==> src/rtl/wsd_pkg.sv <==
// Shared types, result codes and helpers for the WebSocket frame deframer.
// No dependencies; the parser, the result queue and the top level refer to this package.
package wsd_pkg;

    localparam int FIFO_DEPTH = 4;

    localparam logic [1:0] KIND_HEADER  = 2'd0;
    localparam logic [1:0] KIND_PAYLOAD = 2'd1;
    localparam logic [1:0] KIND_ERROR   = 2'd2;

    localparam logic [2:0] ERR_SHORT_HEADER  = 3'd0;
    localparam logic [2:0] ERR_SHORT_EXT16   = 3'd1;
    localparam logic [2:0] ERR_SHORT_EXT64   = 3'd2;
    localparam logic [2:0] ERR_SHORT_KEY     = 3'd3;
    localparam logic [2:0] ERR_SHORT_PAYLOAD = 3'd4;
    localparam logic [2:0] ERR_BAD_LENGTH    = 3'd5;

    typedef struct packed {
        logic [1:0]  result_kind;
        logic        fin_bit;
        logic [2:0]  reserved_bits;
        logic [3:0]  frame_opcode;
        logic        mask_present;
        logic [62:0] frame_length;
        logic [31:0] masking_key;
        logic [7:0]  payload_byte;
        logic [2:0]  error_code;
        logic        frame_end;
    } t_result;

    // Results produced by one accepted byte: zero, one or two of them.
    typedef struct packed {
        logic [1:0] count;
        t_result    first;
        t_result    second;
    } t_push;

    function automatic t_result error_result(input logic [2:0] code);
        t_result r;
        r            = '0;
        r.result_kind = KIND_ERROR;
        r.error_code  = code;
        r.frame_end   = 1'b1;
        return r;
    endfunction

endpackage

==> src/rtl/wsd_byte_if.sv <==
// Byte input channel of the frame deframer: valid/ready plus one buffer byte.
// No dependencies.
interface wsd_byte_if;
    logic       valid;
    logic       ready;
    logic [7:0] data_byte;
    logic       buffer_end;

    modport source(output valid, output data_byte, output buffer_end, input ready);
    modport sink(input valid, input data_byte, input buffer_end, output ready);
endinterface

==> src/rtl/wsd_result_if.sv <==
// Result output channel of the frame deframer: valid/ready plus one result item.
// No dependencies.
interface wsd_result_if;
    logic        valid;
    logic        ready;
    logic [1:0]  result_kind;
    logic        fin_bit;
    logic [2:0]  reserved_bits;
    logic [3:0]  frame_opcode;
    logic        mask_present;
    logic [62:0] frame_length;
    logic [31:0] masking_key;
    logic [7:0]  payload_byte;
    logic [2:0]  error_code;
    logic        frame_end;

    modport source(output valid, output result_kind, output fin_bit, output reserved_bits,
                   output frame_opcode, output mask_present, output frame_length,
                   output masking_key, output payload_byte, output error_code,
                   output frame_end, input ready);
    modport sink(input valid, input result_kind, input fin_bit, input reserved_bits,
                 input frame_opcode, input mask_present, input frame_length,
                 input masking_key, input payload_byte, input error_code,
                 input frame_end, output ready);
endinterface

==> src/rtl/wsd_parser.sv <==
// Header parser and payload unmasker: holds the frame state and builds the
// results of one accepted byte. Depends on wsd_pkg.
module wsd_parser (
    input  logic           i_clk,
    input  logic           i_rst_n,
    input  logic           i_accept,
    input  logic [7:0]     i_data_byte,
    input  logic           i_buffer_end,
    output wsd_pkg::t_push o_push
);

    localparam logic [2:0] PH_HDR1    = 3'd0;
    localparam logic [2:0] PH_HDR2    = 3'd1;
    localparam logic [2:0] PH_EXT16   = 3'd2;
    localparam logic [2:0] PH_EXT64   = 3'd3;
    localparam logic [2:0] PH_KEY     = 3'd4;
    localparam logic [2:0] PH_PAYLOAD = 3'd5;
    localparam logic [2:0] PH_DISCARD = 3'd6;

    logic [2:0]  r_phase,  n_phase;
    logic [8:0]  r_hdr,    n_hdr;
    logic [63:0] r_len,    n_len;
    logic [3:0]  r_cnt,    n_cnt;
    logic [31:0] r_key,    n_key;
    logic [62:0] r_remain, n_remain;
    logic [1:0]  r_kidx,   n_kidx;

    logic        known_go;
    logic        hdr_go;
    logic        err_go;
    logic        err_last;
    logic [2:0]  err_code;
    logic [6:0]  len7;
    logic [7:0]  key_byte;
    logic        last;

    always_comb begin
        n_phase  = r_phase;
        n_hdr    = r_hdr;
        n_len    = r_len;
        n_cnt    = r_cnt;
        n_key    = r_key;
        n_remain = r_remain;
        n_kidx   = r_kidx;
        known_go = 1'b0;
        hdr_go   = 1'b0;
        err_go   = 1'b0;
        err_last = 1'b1;
        err_code = wsd_pkg::ERR_SHORT_HEADER;
        o_push   = '0;
        last     = i_buffer_end;
        len7     = i_data_byte[6:0];
        unique case (r_kidx)
            2'd0:    key_byte = r_key[31:24];
            2'd1:    key_byte = r_key[23:16];
            2'd2:    key_byte = r_key[15:8];
            default: key_byte = r_key[7:0];
        endcase

        unique case (r_phase)
            PH_HDR1: begin
                n_hdr    = {1'b0, i_data_byte};
                n_len    = '0;
                n_cnt    = '0;
                n_key    = '0;
                n_remain = '0;
                n_kidx   = '0;
                if (last) begin
                    err_go   = 1'b1;
                    err_code = wsd_pkg::ERR_SHORT_HEADER;
                end else begin
                    n_phase = PH_HDR2;
                end
            end
            PH_HDR2: begin
                n_hdr = {i_data_byte[7], r_hdr[7:0]};
                n_cnt = '0;
                n_len = '0;
                if (len7 == 7'd126) begin
                    n_phase  = PH_EXT16;
                    err_go   = last;
                    err_code = wsd_pkg::ERR_SHORT_EXT16;
                end else if (len7 == 7'd127) begin
                    n_phase  = PH_EXT64;
                    err_go   = last;
                    err_code = wsd_pkg::ERR_SHORT_EXT64;
                end else begin
                    n_len    = 64'(len7);
                    known_go = 1'b1;
                end
            end
            PH_EXT16: begin
                n_len = {48'd0, r_len[7:0], i_data_byte};
                n_cnt = r_cnt + 4'd1;
                if (n_cnt >= 4'd2) begin
                    known_go = 1'b1;
                end else begin
                    err_go   = last;
                    err_code = wsd_pkg::ERR_SHORT_EXT16;
                end
            end
            PH_EXT64: begin
                n_len = {r_len[55:0], i_data_byte};
                n_cnt = r_cnt + 4'd1;
                if (n_cnt >= 4'd8) begin
                    if (n_len[63]) begin
                        // Lengths with the top bit set are illegal; the rest
                        // of the buffer is dropped unless this was its end.
                        err_go   = 1'b1;
                        err_last = last;
                        err_code = wsd_pkg::ERR_BAD_LENGTH;
                    end else begin
                        known_go = 1'b1;
                    end
                end else begin
                    err_go   = last;
                    err_code = wsd_pkg::ERR_SHORT_EXT64;
                end
            end
            PH_KEY: begin
                n_key = {r_key[23:0], i_data_byte};
                n_cnt = r_cnt + 4'd1;
                if (n_cnt >= 4'd4) begin
                    hdr_go = 1'b1;
                end else begin
                    err_go   = last;
                    err_code = wsd_pkg::ERR_SHORT_KEY;
                end
            end
            PH_PAYLOAD: begin
                o_push.count              = 2'd1;
                o_push.first.result_kind  = wsd_pkg::KIND_PAYLOAD;
                o_push.first.payload_byte = i_data_byte ^ key_byte;
                n_kidx   = r_kidx + 2'd1;
                n_remain = r_remain - 63'd1;
                if (r_remain == 63'd1) begin
                    o_push.first.frame_end = 1'b1;
                    n_phase = last ? PH_HDR1 : PH_DISCARD;
                end else begin
                    err_go   = last;
                    err_code = wsd_pkg::ERR_SHORT_PAYLOAD;
                end
            end
            default: begin
                n_phase = last ? PH_HDR1 : PH_DISCARD;
            end
        endcase

        // Length fully decoded: either collect the key or finish the header.
        if (known_go) begin
            n_remain = n_len[62:0];
            if (n_hdr[8]) begin
                n_phase  = PH_KEY;
                n_cnt    = '0;
                err_go   = last;
                err_code = wsd_pkg::ERR_SHORT_KEY;
            end else begin
                hdr_go = 1'b1;
            end
        end

        if (hdr_go) begin
            o_push.count                = 2'd1;
            o_push.first.result_kind    = wsd_pkg::KIND_HEADER;
            o_push.first.fin_bit        = n_hdr[7];
            o_push.first.reserved_bits  = n_hdr[6:4];
            o_push.first.frame_opcode   = n_hdr[3:0];
            o_push.first.mask_present   = n_hdr[8];
            o_push.first.frame_length   = n_remain;
            o_push.first.masking_key    = n_key;
            if (n_remain == '0) begin
                o_push.first.frame_end = 1'b1;
                n_phase = last ? PH_HDR1 : PH_DISCARD;
            end else begin
                n_phase  = PH_PAYLOAD;
                n_kidx   = '0;
                err_go   = last;
                err_code = wsd_pkg::ERR_SHORT_PAYLOAD;
            end
        end

        // An error always closes the frame and lands after any earlier result.
        if (err_go) begin
            n_phase = err_last ? PH_HDR1 : PH_DISCARD;
            if (o_push.count == 2'd0) begin
                o_push.first = wsd_pkg::error_result(err_code);
                o_push.count = 2'd1;
            end else begin
                o_push.second = wsd_pkg::error_result(err_code);
                o_push.count  = 2'd2;
            end
        end

        if (!i_accept) begin
            o_push.count = 2'd0;
        end
    end

    always_ff @(posedge i_clk) begin
        if (!i_rst_n) begin
            r_phase  <= PH_HDR1;
            r_hdr    <= '0;
            r_len    <= '0;
            r_cnt    <= '0;
            r_key    <= '0;
            r_remain <= '0;
            r_kidx   <= '0;
        end else if (i_accept) begin
            r_phase  <= n_phase;
            r_hdr    <= n_hdr;
            r_len    <= n_len;
            r_cnt    <= n_cnt;
            r_key    <= n_key;
            r_remain <= n_remain;
            r_kidx   <= n_kidx;
        end
    end

endmodule

==> src/rtl/wsd_result_fifo.sv <==
// Small result queue: takes up to two results per cycle, hands out one.
// Depends on wsd_pkg.
module wsd_result_fifo #(
    parameter int P_DEPTH = wsd_pkg::FIFO_DEPTH
) (
    input  logic                         i_clk,
    input  logic                         i_rst_n,
    input  wsd_pkg::t_push               i_push,
    input  logic                         i_pop,
    output wsd_pkg::t_result             o_head,
    output logic [$clog2(P_DEPTH+1)-1:0] o_level
);

    localparam int AW = $clog2(P_DEPTH);
    localparam int CW = $clog2(P_DEPTH + 1);

    wsd_pkg::t_result r_mem [P_DEPTH];
    logic [AW-1:0]    r_wr, n_wr;
    logic [AW-1:0]    r_rd, n_rd;
    logic [CW-1:0]    r_count, n_count;
    logic [AW-1:0]    wr_next;

    assign wr_next = r_wr + AW'(1);
    assign o_head  = r_mem[r_rd];
    assign o_level = r_count;

    always_comb begin
        n_wr    = r_wr + AW'(i_push.count);
        n_rd    = i_pop ? r_rd + AW'(1) : r_rd;
        n_count = r_count + CW'(i_push.count) - CW'(i_pop);
    end

    always_ff @(posedge i_clk) begin
        if (i_push.count != 2'd0) begin
            r_mem[r_wr] <= i_push.first;
        end
        if (i_push.count == 2'd2) begin
            r_mem[wr_next] <= i_push.second;
        end
    end

    always_ff @(posedge i_clk) begin
        if (!i_rst_n) begin
            r_wr    <= '0;
            r_rd    <= '0;
            r_count <= '0;
        end else begin
            r_wr    <= n_wr;
            r_rd    <= n_rd;
            r_count <= n_count;
        end
    end

endmodule

==> src/rtl/websocket_frame_deframer_unit.sv <==
// Top level of the WebSocket frame deframer: parser plus result queue.
// Depends on wsd_pkg, wsd_byte_if, wsd_result_if, wsd_parser, wsd_result_fifo.
//
//  Channel    Dir  Payload                                   Handshake
//  i_byte     in   data_byte[7:0], buffer_end                valid/ready
//  o_result   out  result_kind, header fields, payload_byte, valid/ready
//                  error_code, frame_end
//
// Each accepted byte is parsed in the cycle it is taken: the frame state
// registers update at that edge and the zero, one or two results it causes
// are written into a small result queue, so a byte can be taken every cycle
// that it has room. Results are held in the queue and reach o_result in order.
// The input is ready while the queue has room for two more results; when the
// output is stalled, bytes keep flowing until fewer than two slots are free.
// Reset (synchronous, active low) returns the parser to waiting for the first
// header byte and empties the queue.
module websocket_frame_deframer_unit #(
    parameter int P_FIFO_DEPTH = wsd_pkg::FIFO_DEPTH
) (
    input  logic                i_clk,
    input  logic                i_rst_n,
    wsd_byte_if.sink            i_byte,
    wsd_result_if.source        o_result
);

    localparam int CW = $clog2(P_FIFO_DEPTH + 1);

    logic             accept;
    logic             pop;
    wsd_pkg::t_push   push;
    wsd_pkg::t_result head;
    logic [CW-1:0]    level;

    // One byte may produce two results, so keep two slots in reserve.
    assign i_byte.ready = (level <= CW'(P_FIFO_DEPTH - 2));
    assign accept       = i_byte.valid & i_byte.ready;
    assign pop          = o_result.valid & o_result.ready;

    wsd_parser u_parser (
        .i_clk        (i_clk),
        .i_rst_n      (i_rst_n),
        .i_accept     (accept),
        .i_data_byte  (i_byte.data_byte),
        .i_buffer_end (i_byte.buffer_end),
        .o_push       (push)
    );

    wsd_result_fifo #(
        .P_DEPTH (P_FIFO_DEPTH)
    ) u_fifo (
        .i_clk   (i_clk),
        .i_rst_n (i_rst_n),
        .i_push  (push),
        .i_pop   (pop),
        .o_head  (head),
        .o_level (level)
    );

    // The head of the queue drives the output channel directly.
    assign o_result.valid          = (level != '0);
    assign o_result.result_kind    = head.result_kind;
    assign o_result.fin_bit        = head.fin_bit;
    assign o_result.reserved_bits  = head.reserved_bits;
    assign o_result.frame_opcode   = head.frame_opcode;
    assign o_result.mask_present   = head.mask_present;
    assign o_result.frame_length   = head.frame_length;
    assign o_result.masking_key    = head.masking_key;
    assign o_result.payload_byte   = head.payload_byte;
    assign o_result.error_code     = head.error_code;
    assign o_result.frame_end      = head.frame_end;

    // A byte that produced results must make the output valid next cycle.
    a_push_shows: assert property (@(posedge i_clk) disable iff (!i_rst_n)
        (accept && push.count != 2'd0) |=> o_result.valid)
        else $error("results of an accepted byte did not reach the output");

    // The queue never holds more than its depth.
    a_no_overflow: assert property (@(posedge i_clk) disable iff (!i_rst_n)
        level <= CW'(P_FIFO_DEPTH))
        else $error("result queue overflow");

    // Every error closes its frame.
    a_error_ends: assert property (@(posedge i_clk) disable iff (!i_rst_n)
        (o_result.valid && o_result.result_kind == wsd_pkg::KIND_ERROR)
        |-> o_result.frame_end)
        else $error("error result without frame_end");

    // A header of an empty frame is the frame's last result.
    a_empty_frame: assert property (@(posedge i_clk) disable iff (!i_rst_n)
        (o_result.valid && o_result.result_kind == wsd_pkg::KIND_HEADER
         && o_result.frame_length == '0) |-> o_result.frame_end)
        else $error("zero-length header without frame_end");

endmodule
==> src/flat_wrapper.sv <==
// flat-port wrapper written by rule: the top's interface ports become plain ports
module websocket_frame_deframer_unit_flat 
#(
    parameter int P_FIFO_DEPTH = wsd_pkg::FIFO_DEPTH
)
  (i_clk, i_rst_n, i_byte_valid, i_byte_data_byte, i_byte_buffer_end, i_byte_ready, o_result_valid, o_result_result_kind, o_result_fin_bit, o_result_reserved_bits, o_result_frame_opcode, o_result_mask_present, o_result_frame_length, o_result_masking_key, o_result_payload_byte, o_result_error_code, o_result_frame_end, o_result_ready);
  wsd_byte_if i_byte_i ();
  wsd_result_if o_result_i ();
  input  logic i_clk;
  input  logic i_rst_n;
  input wire logic [$bits(i_byte_i.valid)-1:0] i_byte_valid;
  input wire logic [$bits(i_byte_i.data_byte)-1:0] i_byte_data_byte;
  input wire logic [$bits(i_byte_i.buffer_end)-1:0] i_byte_buffer_end;
  output wire logic [$bits(i_byte_i.ready)-1:0] i_byte_ready;
  output wire logic [$bits(o_result_i.valid)-1:0] o_result_valid;
  output wire logic [$bits(o_result_i.result_kind)-1:0] o_result_result_kind;
  output wire logic [$bits(o_result_i.fin_bit)-1:0] o_result_fin_bit;
  output wire logic [$bits(o_result_i.reserved_bits)-1:0] o_result_reserved_bits;
  output wire logic [$bits(o_result_i.frame_opcode)-1:0] o_result_frame_opcode;
  output wire logic [$bits(o_result_i.mask_present)-1:0] o_result_mask_present;
  output wire logic [$bits(o_result_i.frame_length)-1:0] o_result_frame_length;
  output wire logic [$bits(o_result_i.masking_key)-1:0] o_result_masking_key;
  output wire logic [$bits(o_result_i.payload_byte)-1:0] o_result_payload_byte;
  output wire logic [$bits(o_result_i.error_code)-1:0] o_result_error_code;
  output wire logic [$bits(o_result_i.frame_end)-1:0] o_result_frame_end;
  input wire logic [$bits(o_result_i.ready)-1:0] o_result_ready;
  assign i_byte_i.valid = i_byte_valid;
  assign i_byte_i.data_byte = i_byte_data_byte;
  assign i_byte_i.buffer_end = i_byte_buffer_end;
  assign i_byte_ready = i_byte_i.ready;
  assign o_result_valid = o_result_i.valid;
  assign o_result_result_kind = o_result_i.result_kind;
  assign o_result_fin_bit = o_result_i.fin_bit;
  assign o_result_reserved_bits = o_result_i.reserved_bits;
  assign o_result_frame_opcode = o_result_i.frame_opcode;
  assign o_result_mask_present = o_result_i.mask_present;
  assign o_result_frame_length = o_result_i.frame_length;
  assign o_result_masking_key = o_result_i.masking_key;
  assign o_result_payload_byte = o_result_i.payload_byte;
  assign o_result_error_code = o_result_i.error_code;
  assign o_result_frame_end = o_result_i.frame_end;
  assign o_result_i.ready = o_result_ready;
  websocket_frame_deframer_unit #(.P_FIFO_DEPTH(P_FIFO_DEPTH)) u_core (.i_clk(i_clk), .i_rst_n(i_rst_n), .i_byte(i_byte_i), .o_result(o_result_i));
endmodule
==> config.mk <==
export PLATFORM = sky130hd
export DESIGN_NAME = websocket_frame_deframer_unit_flat
export DESIGN_NICKNAME = d
export VERILOG_FILES = /design/src/rtl/wsd_pkg.sv /design/src/rtl/wsd_byte_if.sv /design/src/rtl/wsd_result_if.sv /design/src/rtl/wsd_parser.sv /design/src/rtl/wsd_result_fifo.sv /design/src/rtl/websocket_frame_deframer_unit.sv /design/src/flat_wrapper.sv
export SDC_FILE = /design/constraint.sdc
export NUM_CORES = 1
export LEC_CHECK = 0
export CELL_PAD_IN_SITES_DETAIL_PLACEMENT = 1
export CELL_PAD_IN_SITES_GLOBAL_PLACEMENT = 1
export CORE_MARGIN = 5
export CORE_UTILIZATION = 33
export CTS_CLUSTER_SIZE = 24
export DETAILED_ROUTE_END_ITERATION = 7
export DONT_BUFFER_PORTS = 1
export PLACE_DENSITY = 0.71
export SLEW_MARGIN = 15
export SYNTH_ARGS = -nofsm -noshare
export SYNTH_HDL_FRONTEND = slang
export SYNTH_SLANG_ARGS = --single-unit
==> constraint.sdc <==
create_clock -name i_clk -period 5.6 [get_ports i_clk]
set_input_delay 0 -clock i_clk [delete_from_list [all_inputs] [get_ports i_clk]]
set_output_delay 0 -clock i_clk [all_outputs]
set_load 0.03 [all_outputs]
==> report_table.html, run 1 <==
<table>
<tr><th>Metric</th><th>Value</th></tr>
<tr><th colspan="2">Critical path</th></tr>
<tr><td>Largest fanout on the critical path</td><td>45</td></tr>
<tr><td>Startpoint type of the worst setup path</td><td>register</td></tr>
<tr><td>Arrival time of the worst setup path</td><td>5940 ps</td></tr>
<tr><td>R2r worst-path depth</td><td>16</td></tr>
<tr><td>Critical Path Sink Type</td><td>register</td></tr>
<tr><td>Kind of critical path</td><td>register to register</td></tr>
<tr><td>Req. time, crit path</td><td>6090 ps</td></tr>
<tr><th colspan="2">Routing</th></tr>
<tr><td>Vias after detailed routing</td><td>25,200</td></tr>
<tr><td>Post-detailed-route count of antenna-violating nets</td><td>0</td></tr>
<tr><td>Final Routed Wirelength</td><td>106 mm</td></tr>
<tr><td>Drt initial violations</td><td>2,427</td></tr>
<tr><td>Number of iterations in the first detailed-routing pass</td><td>6</td></tr>
<tr><td>DR vias/cell</td><td>5.93</td></tr>
<tr><td>WL/cell</td><td>24.8 um</td></tr>
<tr><td>Remaining routing DRC violations</td><td>0</td></tr>
<tr><th colspan="2">Pwr</th></tr>
<tr><td>VDD IR-drop max</td><td>0.408 mV</td></tr>
<tr><td>Leakage</td><td>11.6 nW</td></tr>
<tr><td>PnR Total Power</td><td>12.4 mW</td></tr>
<tr><td>Power density normalized to cell area</td><td>373 nW/um^2</td></tr>
<tr><th colspan="2">Timing</th></tr>
<tr><td>Accumulated negative setup slack</td><td>0 ps</td></tr>
<tr><td>Count of final hold-check violations</td><td>0</td></tr>
<tr><td>Final critical-path share of the clock period</td><td>97.3%</td></tr>
<tr><td>Post-layout worst setup margin</td><td>151 ps</td></tr>
<tr><td>Min Clock Period, post-route</td><td>5450 ps</td></tr>
<tr><td>Worst-case clock skew</td><td>39.9 ps</td></tr>
<tr><td>Count of pins over their slew limit</td><td>0</td></tr>
<tr><td>Worst hold slack across all endpoints</td><td>38.2 ps</td></tr>
<tr><td>Setup repair after global routing missed its margin</td><td>false</td></tr>
<tr><td>Highest clock rate</td><td>184 MHz</td></tr>
<tr><td>Relative slew slack</td><td>20.7%</td></tr>
<tr><td>Final-report setup violation count</td><td>0</td></tr>
<tr><td>Measured slew at the worst slew-check pin</td><td>1190 ps</td></tr>
<tr><th colspan="2">Logic synthesis</th></tr>
<tr><td>Cell type with the largest total area after synthesis</td><td>sky130_fd_sc_hd__dfxtp_1</td></tr>
<tr><td>Number of enable flip-flop cells after synthesis</td><td>20</td></tr>
<tr><td>Area fraction of the dominant cell type after synthesis</td><td>44.2%</td></tr>
<tr><td>Share of synthesized area occupied by flip-flops and latches</td><td>46.2%</td></tr>
<tr><td>Count of synthesis-stage warnings from yosys</td><td>0</td></tr>
<tr><td>Flip-flop cell with the highest count after synthesis</td><td>sky130_fd_sc_hd__dfxtp_1</td></tr>
<tr><td>Instance count of the mapped netlist</td><td>3,113</td></tr>
<tr><td>Mapped Avg Cell Area</td><td>9.28 sq um</td></tr>
<tr><td>Cell types with the largest area share after synthesis</td><td>sky130_fd_sc_hd__dfxtp_1 (44%), sky130_fd_sc_hd__mux4_2 (9.2%), sky130_fd_sc_hd__a22o_1 (8.6%)</td></tr>
<tr><td>Proportion of register bits with asynchronous set or reset after synthesis</td><td>0%</td></tr>
<tr><td>Mapped Area</td><td>28,900 sq um</td></tr>
<tr><td>Net count after synthesis</td><td>3,141</td></tr>
<tr><td>Synthesized flop and latch total</td><td>657</td></tr>
<tr><td>Number of unique standard cell types used by synthesis</td><td>82</td></tr>
<tr><th colspan="2">Clock network</th></tr>
<tr><td>Clk Tree Root Cell</td><td>sky130_fd_sc_hd__clkbuf_16</td></tr>
<tr><td>Number of levels in the clock H-tree</td><td>3</td></tr>
<tr><td>CTS sink cnt</td><td>657</td></tr>
<tr><td>Register clock-pin slew on the reported worst setup and hold paths</td><td>60 ps</td></tr>
<tr><td>Clock Path Buffers</td><td>3</td></tr>
<tr><td>Clock buffer count from CTS</td><td>72</td></tr>
<tr><td>Clock Latency Late Sink</td><td>640 ps</td></tr>
<tr><td>Clock tree from TritonCTS</td><td>done</td></tr>
<tr><th colspan="2">Floorplan</th></tr>
<tr><td>Row cnt</td><td>108</td></tr>
<tr><td>Initial Util</td><td>33.3%</td></tr>
<tr><td>Die area</td><td>93,500 sq um</td></tr>
<tr><td>Placeable core area</td><td>86,800 sq um</td></tr>
<tr><td>Top-level port count</td><td>133</td></tr>
<tr><td>Die Height</td><td>306 um</td></tr>
<tr><td>Die X</td><td>306 um</td></tr>
<tr><th colspan="2">Finish</th></tr>
<tr><td>Filler cell count</td><td>9,869</td></tr>
<tr><td>Most frequent standard cell in the layout excluding fill and tap cells</td><td>sky130_fd_sc_hd__dfxtp_1</td></tr>
<tr><td>Proportion of layout cells with a drive suffix above 1</td><td>14.0%</td></tr>
<tr><td>Count of nets after finishing</td><td>3,071</td></tr>
<tr><td>Top library cells by usage in the layout, fill and taps aside</td><td>sky130_fd_sc_hd__dfxtp_1 (634), sky130_fd_sc_hd__nand2_1 (477), sky130_fd_sc_hd__a22o_1 (285), sky130_fd_sc_hd__o21ai_0 (241), sky130_fd_sc_hd__nor2_1 (208)</td></tr>
<tr><td>Area of combinational cells with multiple inputs</td><td>14,500 sq um</td></tr>
<tr><td>Area growth from synthesis to layout</td><td>14.9%</td></tr>
<tr><td>Sequential cell area</td><td>13,400 sq um</td></tr>
<tr><th colspan="2">GRT</th></tr>
<tr><td>Total overflow reported by the global router</td><td>0</td></tr>
<tr><td>GRT Overall Usage</td><td>21.4%</td></tr>
<tr><td>Initial antenna violation count</td><td>3</td></tr>
<tr><td>Wire length of the first global-routing pass</td><td>160 mm</td></tr>
<tr><td>Largest net degree at the start of global routing</td><td>113</td></tr>
<tr><td>Via count of the first global-routing pass</td><td>24,700</td></tr>
<tr><th colspan="2">Placement</th></tr>
<tr><td>Quantity of I/O buffers inserted on ports</td><td>0</td></tr>
<tr><td>Final RePlAce weighted congestion</td><td>0.924</td></tr>
<tr><td>Pre-CTS setup slack</td><td>-90.2 ps</td></tr>
<tr><td>Hpwl dp</td><td>68.7 mm</td></tr>
<tr><th colspan="2">Hold path</th></tr>
<tr><td>Kind of path behind the tightest hold check</td><td>input port to register</td></tr>
<tr><td>Worst Hold Path Cells</td><td>4</td></tr>
<tr><th colspan="2">Outcome</th></tr>
<tr><td>Run status</td><td>complete, no violations</td></tr>
<tr><th colspan="2">Flow run</th></tr>
<tr><td>Max capacitance violation total</td><td>0</td></tr>
</table>
sequential cells by signal (all words and copies together), names as in the netlist, named ones only:
| name | cells |
|---|---|
| u_core.u_fifo.r_wr | 2 |
| u_core.u_fifo.r_rd | 2 |
| u_core.u_parser.r_hdr | 9 |
| u_core.u_fifo.r_mem | 472 |
| u_core.u_parser.r_kidx | 2 |
| u_core.u_parser.r_remain | 63 |
| u_core.u_parser.r_phase | 3 |
| u_core.u_fifo.o_level | 3 |
| u_core.u_parser.r_len | 63 |
| u_core.u_parser.r_cnt | 4 |
| u_core.u_parser.r_key | 32 |
final timing paths:
path	startpoint	endpoint	slack, ps
max	u_core.u_parser.r_remain[4]	u_core.u_fifo.r_mem[0][41]	150
min	i_byte_data_byte[1]	u_core.u_fifo.r_mem[3][13]	40
max reg2reg	u_core.u_parser.r_remain[4]	u_core.u_fifo.r_mem[0][41]	150
min reg2reg	u_core.u_fifo.r_mem[1][58]	u_core.u_fifo.r_mem[1][58]	450
cell type report:
class / instances / area share, %
tap: 1155 / 4.36
multi-input combinational: 2150 / 43.8
clock inverter: 25 / 0.905
sequential: 657 / 40.3
timing repair buffer: 141 / 4.10
inverter: 21 / 0.253
clock buffer: 107 / 6.32
antenna: 1 / 0.00754
report_power, final:
group	switching, mW	internal (mW)
Clock	2.05	2.80
Combinational	1.69	0.771
Sequential	0.190	4.85
Total	3.94	8.43
critical path, cell delays in order, from the launching register on:
cell,delay [ps]
sky130_fd_sc_hd__dfxtp_1,370
sky130_fd_sc_hd__or4_1,740
sky130_fd_sc_hd__nor4_1,350
sky130_fd_sc_hd__nand3_1,320
sky130_fd_sc_hd__or4_1,510
sky130_fd_sc_hd__nand3_1,130
sky130_fd_sc_hd__a31oi_1,110
sky130_fd_sc_hd__a2111oi_1,520
sky130_fd_sc_hd__nand4b_1,260
sky130_fd_sc_hd__nor2_4,200
sky130_fd_sc_hd__o31ai_2,110
sky130_fd_sc_hd__ha_1,360
sky130_fd_sc_hd__and3_4,270
sky130_fd_sc_hd__nand3_1,170
sky130_fd_sc_hd__and2_4,330
sky130_fd_sc_hd__buf_12,220
sky130_fd_sc_hd__a22o_1,290
metal layers:
metal / part of all wire, % / global-route usage [%] / wire length (um)
met5: 0 / 0 / 0
met4: 2.0 / 4.97 / 2100
met3: 6.2 / 3.36 / 6560
met2: 46 / 34.1 / 48600
met1: 46 / 30.9 / 48300
cell usage after synthesis (all sizes together) (4+ instances only):
cell type	count
o311ai	4
a211oi	33
nand2b	4
o22ai	10
a21o	4
xnor2	13
or4	19
nor3b	5
nor4	24
mux4	118
o311a	8
nor2b	5
clkbuf	230
nand3b	6
nor2	211
and3	30
nand2	484
nand4	25
a31oi	15
nor3	29
a221oi	10
ha	14
edfxtp	20
inv	21
a221o	6
a222oi	10
a21oi	206
mux2i	14
nand3	109
mux2	10
o211ai	25
a22oi	60
dfxtp	637
o31ai	7
or3	24
a22o	285
o21ai	245
and2	16
buf	56
or2	13
repair_timing:
| item | in CTS | in global routing |
|---|---|---|
| pin swaps | 0 | 1 |
| setup buffers | 0 | 3 |
| hold buffers | 14 | 0 |
| resized for setup | 3 | 8 |
| endpoints found under the setup margin | 305 | 460 |
| cloned | 0 | 2 |
| endpoints found under the hold margin | 234 | 0 |
stage by stage:
stage / instance area [sq um] / util [%] / cells
after floorplan: 28900 / - / 3113
after global placement: 30500 / 35.2 / 4105
after detailed placement: 30500 / 35.2 / 4105
after CTS: 33100 / 38.1 / 4251
after global routing: 33200 / 38.2 / 4256
final: 33200 / 38.2 / 4257
kinds of logic after synthesis:
kind of cell               Yosys count  synth area share, %
and+or+nand+nor                   1018                 15.9
xor gates and xnor gates            15                0.455
adders and majority gates           15                0.676
buffers and inverters              307                 4.02
DFF                                657                 46.2
AOI/OAI and AO/OA                  959                 22.6
muxes                              142                 10.1
Power figures use the tool's default switching activity.
==> run 2, diff against run 1 <==
MAX_ROUTING_LAYER = met4   (was default)
==> run 2 against run 1 <==
- die area unchanged
- critical path type unchanged
- largest power group unchanged
- count of clock-buffer cells in the layout fell by 9
- critical path depth grew 3
- via count hardly changed
- cell count fell by 0.21%
- register-to-register slack about the same
- non-clock buffer count down 4
- maximum frequency shrank 0.25%
- largest cell class unchanged
- clock power down 1%
- first-iteration DRC count shrank 2.6%
==> report_table.html, run 2 (synthesized netlist as in run 1, its figures left out) <==
<table>
<tr><th>Metric</th><th>Value</th></tr>
<tr><th colspan="2">Placement</th></tr>
<tr><td>Hpwl dp</td><td>68.7 mm (about the same)</td></tr>
<tr><td>Final RePlAce weighted congestion</td><td>0.933 (+0.96%)</td></tr>
<tr><td>Instance area at placement</td><td>30,500 sq um (about the same)</td></tr>
<tr><td>Number of cells in the design after placement</td><td>4,103 (-0.049%)</td></tr>
<tr><td>Pre-CTS setup slack</td><td>-35.8 ps (+54.5 ps)</td></tr>
<tr><td>Quantity of I/O buffers inserted on ports</td><td>0 (unchanged)</td></tr>
<tr><th colspan="2">GRT</th></tr>
<tr><td>Largest net degree at the start of global routing</td><td>117 (+3.5%)</td></tr>
<tr><td>Via count of the first global-routing pass</td><td>24,700 (+0.028%)</td></tr>
<tr><td>Initial antenna violation count</td><td>3 (unchanged)</td></tr>
<tr><td>Wire length of the first global-routing pass</td><td>160 mm (-0.23%)</td></tr>
<tr><td>Total overflow reported by the global router</td><td>0 (unchanged)</td></tr>
<tr><td>GRT Overall Usage</td><td>22.0% (+0.57 points)</td></tr>
<tr><th colspan="2">Critical path</th></tr>
<tr><td>Arrival time of the worst setup path</td><td>5770 ps (-170 ps)</td></tr>
<tr><td>Req. time, crit path</td><td>5900 ps (-190 ps)</td></tr>
<tr><td>Kind of critical path</td><td>register to register</td></tr>
<tr><td>Max stage delay on crit path</td><td>620 ps (-120 ps)</td></tr>
<tr><td>Largest fanout on the critical path</td><td>9 (-80%)</td></tr>
<tr><td>Buffering stage count on the worst path with inverters included</td><td>4 (+3)</td></tr>
<tr><td>Slowest stage cell on the critical path</td><td>sky130_fd_sc_hd__or4b_2</td></tr>
<tr><td>CP Cell Sequence</td><td>inv_1 &gt; ha_1 &gt; or4b_2 &gt; nor4_2 &gt; buf_4 &gt; nand4_1 &gt; o211ai_1 &gt; a31oi_2 &gt; a21oi_2 &gt; nand4_1 &gt; nand4b_1 &gt; nor2_4 &gt; o31ai_2 &gt; ha_1 &gt; and3_2 &gt; nand3_1 &gt; and2_4 &gt; buf_4 &gt; inv_1</td></tr>
<tr><td>Cell family with most CP delay</td><td>simple AND/OR/NAND/NOR gates</td></tr>
<tr><td>Critical Path Sink Type</td><td>register</td></tr>
<tr><td>Startpoint type of the worst setup path</td><td>register</td></tr>
<tr><th colspan="2">Timing</th></tr>
<tr><td>Highest clock rate</td><td>183 MHz (-0.25%)</td></tr>
<tr><td>Post-layout worst setup margin</td><td>137 ps (-13.6 ps)</td></tr>
<tr><td>Accumulated negative setup slack</td><td>0 ps (unchanged)</td></tr>
<tr><td>Relative slew slack</td><td>23.8% (+3.1 points)</td></tr>
<tr><td>Worst hold slack across all endpoints</td><td>52.7 ps (+14.5 ps)</td></tr>
<tr><td>Min Clock Period, post-route</td><td>5460 ps (+13.6 ps)</td></tr>
<tr><td>Final critical-path share of the clock period</td><td>97.5% (+0.24 points)</td></tr>
<tr><td>Final-report setup violation count</td><td>0 (unchanged)</td></tr>
<tr><td>Worst-case clock skew</td><td>23.3 ps (-16.6 ps)</td></tr>
<tr><td>Count of final hold-check violations</td><td>0 (unchanged)</td></tr>
<tr><td>Measured slew at the worst slew-check pin</td><td>1140 ps (-47.2 ps)</td></tr>
<tr><td>Count of pins over their slew limit</td><td>0 (unchanged)</td></tr>
<tr><th colspan="2">Routing</th></tr>
<tr><td>Post-detailed-route count of antenna-violating nets</td><td>0 (unchanged)</td></tr>
<tr><td>DR vias/cell</td><td>5.95 (+0.30%)</td></tr>
<tr><td>Remaining routing DRC violations</td><td>0 (unchanged)</td></tr>
<tr><td>Drt initial violations</td><td>2,365 (-2.6%)</td></tr>
<tr><td>Number of iterations in the first detailed-routing pass</td><td>5 (-1)</td></tr>
<tr><td>Vias after detailed routing</td><td>25,300 (+0.091%)</td></tr>
<tr><td>WL/cell</td><td>24.8 um (about the same)</td></tr>
<tr><td>Final Routed Wirelength</td><td>105 mm (-0.24%)</td></tr>
<tr><th colspan="2">Finish</th></tr>
<tr><td>Registers with the most flip-flops</td><td>u_core.u_fifo.r_mem x472, u_core.u_parser.r_len x63, u_core.u_parser.r_remain x63</td></tr>
<tr><td>Largest register FFs</td><td>472 (unchanged)</td></tr>
<tr><td>Final std cells w/o fill</td><td>4,248 (-0.21%)</td></tr>
<tr><td>Final std cell area, no fill</td><td>33,100 sq um (-0.24%)</td></tr>
<tr><td>Final design utilization</td><td>38.1% (-0.091 points)</td></tr>
<tr><td>ANT cells</td><td>0 (-1)</td></tr>
<tr><td>Proportion of layout cells with a drive suffix above 1</td><td>14.0% (about the same)</td></tr>
<tr><td>Biggest register</td><td>u_core.u_fifo.r_mem</td></tr>
<tr><td>Area growth from synthesis to layout</td><td>14.6%</td></tr>
<tr><td>Count of nets after finishing</td><td>3,066 (-0.16%)</td></tr>
<tr><td>Top library cells by usage in the layout, fill and taps aside</td><td>sky130_fd_sc_hd__dfxtp_1 (633), sky130_fd_sc_hd__nand2_1 (478), sky130_fd_sc_hd__a22o_1 (285), sky130_fd_sc_hd__o21ai_0 (241), sky130_fd_sc_hd__nor2_1 (208)</td></tr>
<tr><td>Most frequent standard cell in the layout excluding fill and tap cells</td><td>sky130_fd_sc_hd__dfxtp_1</td></tr>
<tr><th colspan="2">Floorplan</th></tr>
<tr><td>Top-level port count</td><td>133 (unchanged)</td></tr>
<tr><td>Die area</td><td>93,500 sq um (unchanged)</td></tr>
<tr><td>Die X</td><td>306 um (unchanged)</td></tr>
<tr><td>Die Height</td><td>306 um (unchanged)</td></tr>
<tr><td>Placeable core area</td><td>86,800 sq um (unchanged)</td></tr>
<tr><td>Row cnt</td><td>108 (unchanged)</td></tr>
<tr><td>Initial Util</td><td>33.3% (unchanged)</td></tr>
<tr><th colspan="2">Clock network</th></tr>
<tr><td>Clock buffer count from CTS</td><td>70 (-2.8%)</td></tr>
<tr><td>Clock Latency Late Sink</td><td>620 ps (-20 ps)</td></tr>
<tr><td>CTS sink cnt</td><td>657 (unchanged)</td></tr>
<tr><td>Number of levels in the clock H-tree</td><td>3 (unchanged)</td></tr>
<tr><td>Clock Path Buffers</td><td>3 (unchanged)</td></tr>
<tr><td>Register clock-pin slew on the reported worst setup and hold paths</td><td>60 ps (about the same)</td></tr>
<tr><td>Clock tree from TritonCTS</td><td>done</td></tr>
<tr><td>Clk Tree Root Cell</td><td>sky130_fd_sc_hd__clkbuf_16</td></tr>
<tr><th colspan="2">Pwr</th></tr>
<tr><td>VDD IR-drop max</td><td>0.394 mV (-3.5%)</td></tr>
<tr><td>Leakage</td><td>11.5 nW (-0.32%)</td></tr>
<tr><td>Power density normalized to cell area</td><td>373 nW/um^2 (about the same)</td></tr>
<tr><td>PnR Total Power</td><td>12.3 mW (-0.14%)</td></tr>
<tr><th colspan="2">Hold path</th></tr>
<tr><td>Kind of path behind the tightest hold check</td><td>input port to register</td></tr>
<tr><th colspan="2">Flow run</th></tr>
<tr><td>Max capacitance violation total</td><td>0 (unchanged)</td></tr>
<tr><th colspan="2">Outcome</th></tr>
<tr><td>Run status</td><td>complete, no violations</td></tr>
</table>
run 2: cell count changes in the layout (fill, tap and decap cells not counted), sizes merged:
cell / previous run / this run
clkbuf: 108 / 99
buf: 126 / 123
bufinv: 4 / 7
and2: 16 / 18
clkinv: 15 / 17
a21oi: 207 / 206
diode: 1 / 0
dlygate4sd3: 14 / 13
inv: 25 / 24
run 2: area by class of cell:
class / instances / area [sq um]
Clock buffer: 98 / 2000
Clock inverter: 29 / 349
Fill cell: 9770 / 53700
Inverter: 21 / 83.8
Multi-Input combinational cell: 2151 / 14500
Sequential cell: 657 / 13400
Tap cell: 1155 / 1450
Timing Repair Buffer: 137 / 1330
run 2: timing repair:
item / CTS / global route
gates cloned: 0 / 2
endpoints found under the setup margin: 27 / 461
hold buffers: 13 / 0
gates resized for setup: 1 / 11
pin swaps: 0 / 2
hold endpoints to repair: 231 / 0
buffers inserted: 0 / 3
run 2: path summary, 6_finish.rpt:
check	startpoint	to	slack, ps	cells after the start
setup / recovery	u_core.u_parser.r_remain[1]	u_core.u_fifo.r_mem[0][1]	140	19
hold / removal	i_byte_data_byte[5]	u_core.u_fifo.r_mem[2][17]	50	4
setup reg to reg	u_core.u_parser.r_remain[1]	u_core.u_fifo.r_mem[0][1]	140	19
hold reg to reg	u_core.u_fifo.r_mem[1][59]	u_core.u_fifo.r_mem[1][59]	450	2
run 2: where the power goes:
part / total, mW / switching [mW] / internal (mW)
Combinational: 2.47 / 1.68 / 0.785
Clock: 4.81 / 1.98 / 2.83
Sequential: 5.07 / 0.212 / 4.85
run 2: tightest hold or removal path: cells and delay by family:
kind / cells / cell delay, ps
AO/OA/AOI/OAI: 2 / 230
AND/OR/NAND/NOR: 2 / 400
run 2: metal layers:
layer  GRT usage, %  share of wire (%)
met4           4.03                1.5
met3           2.68                5.8
met5              -                  0
met1           31.2                 46
met2           34.4                 46
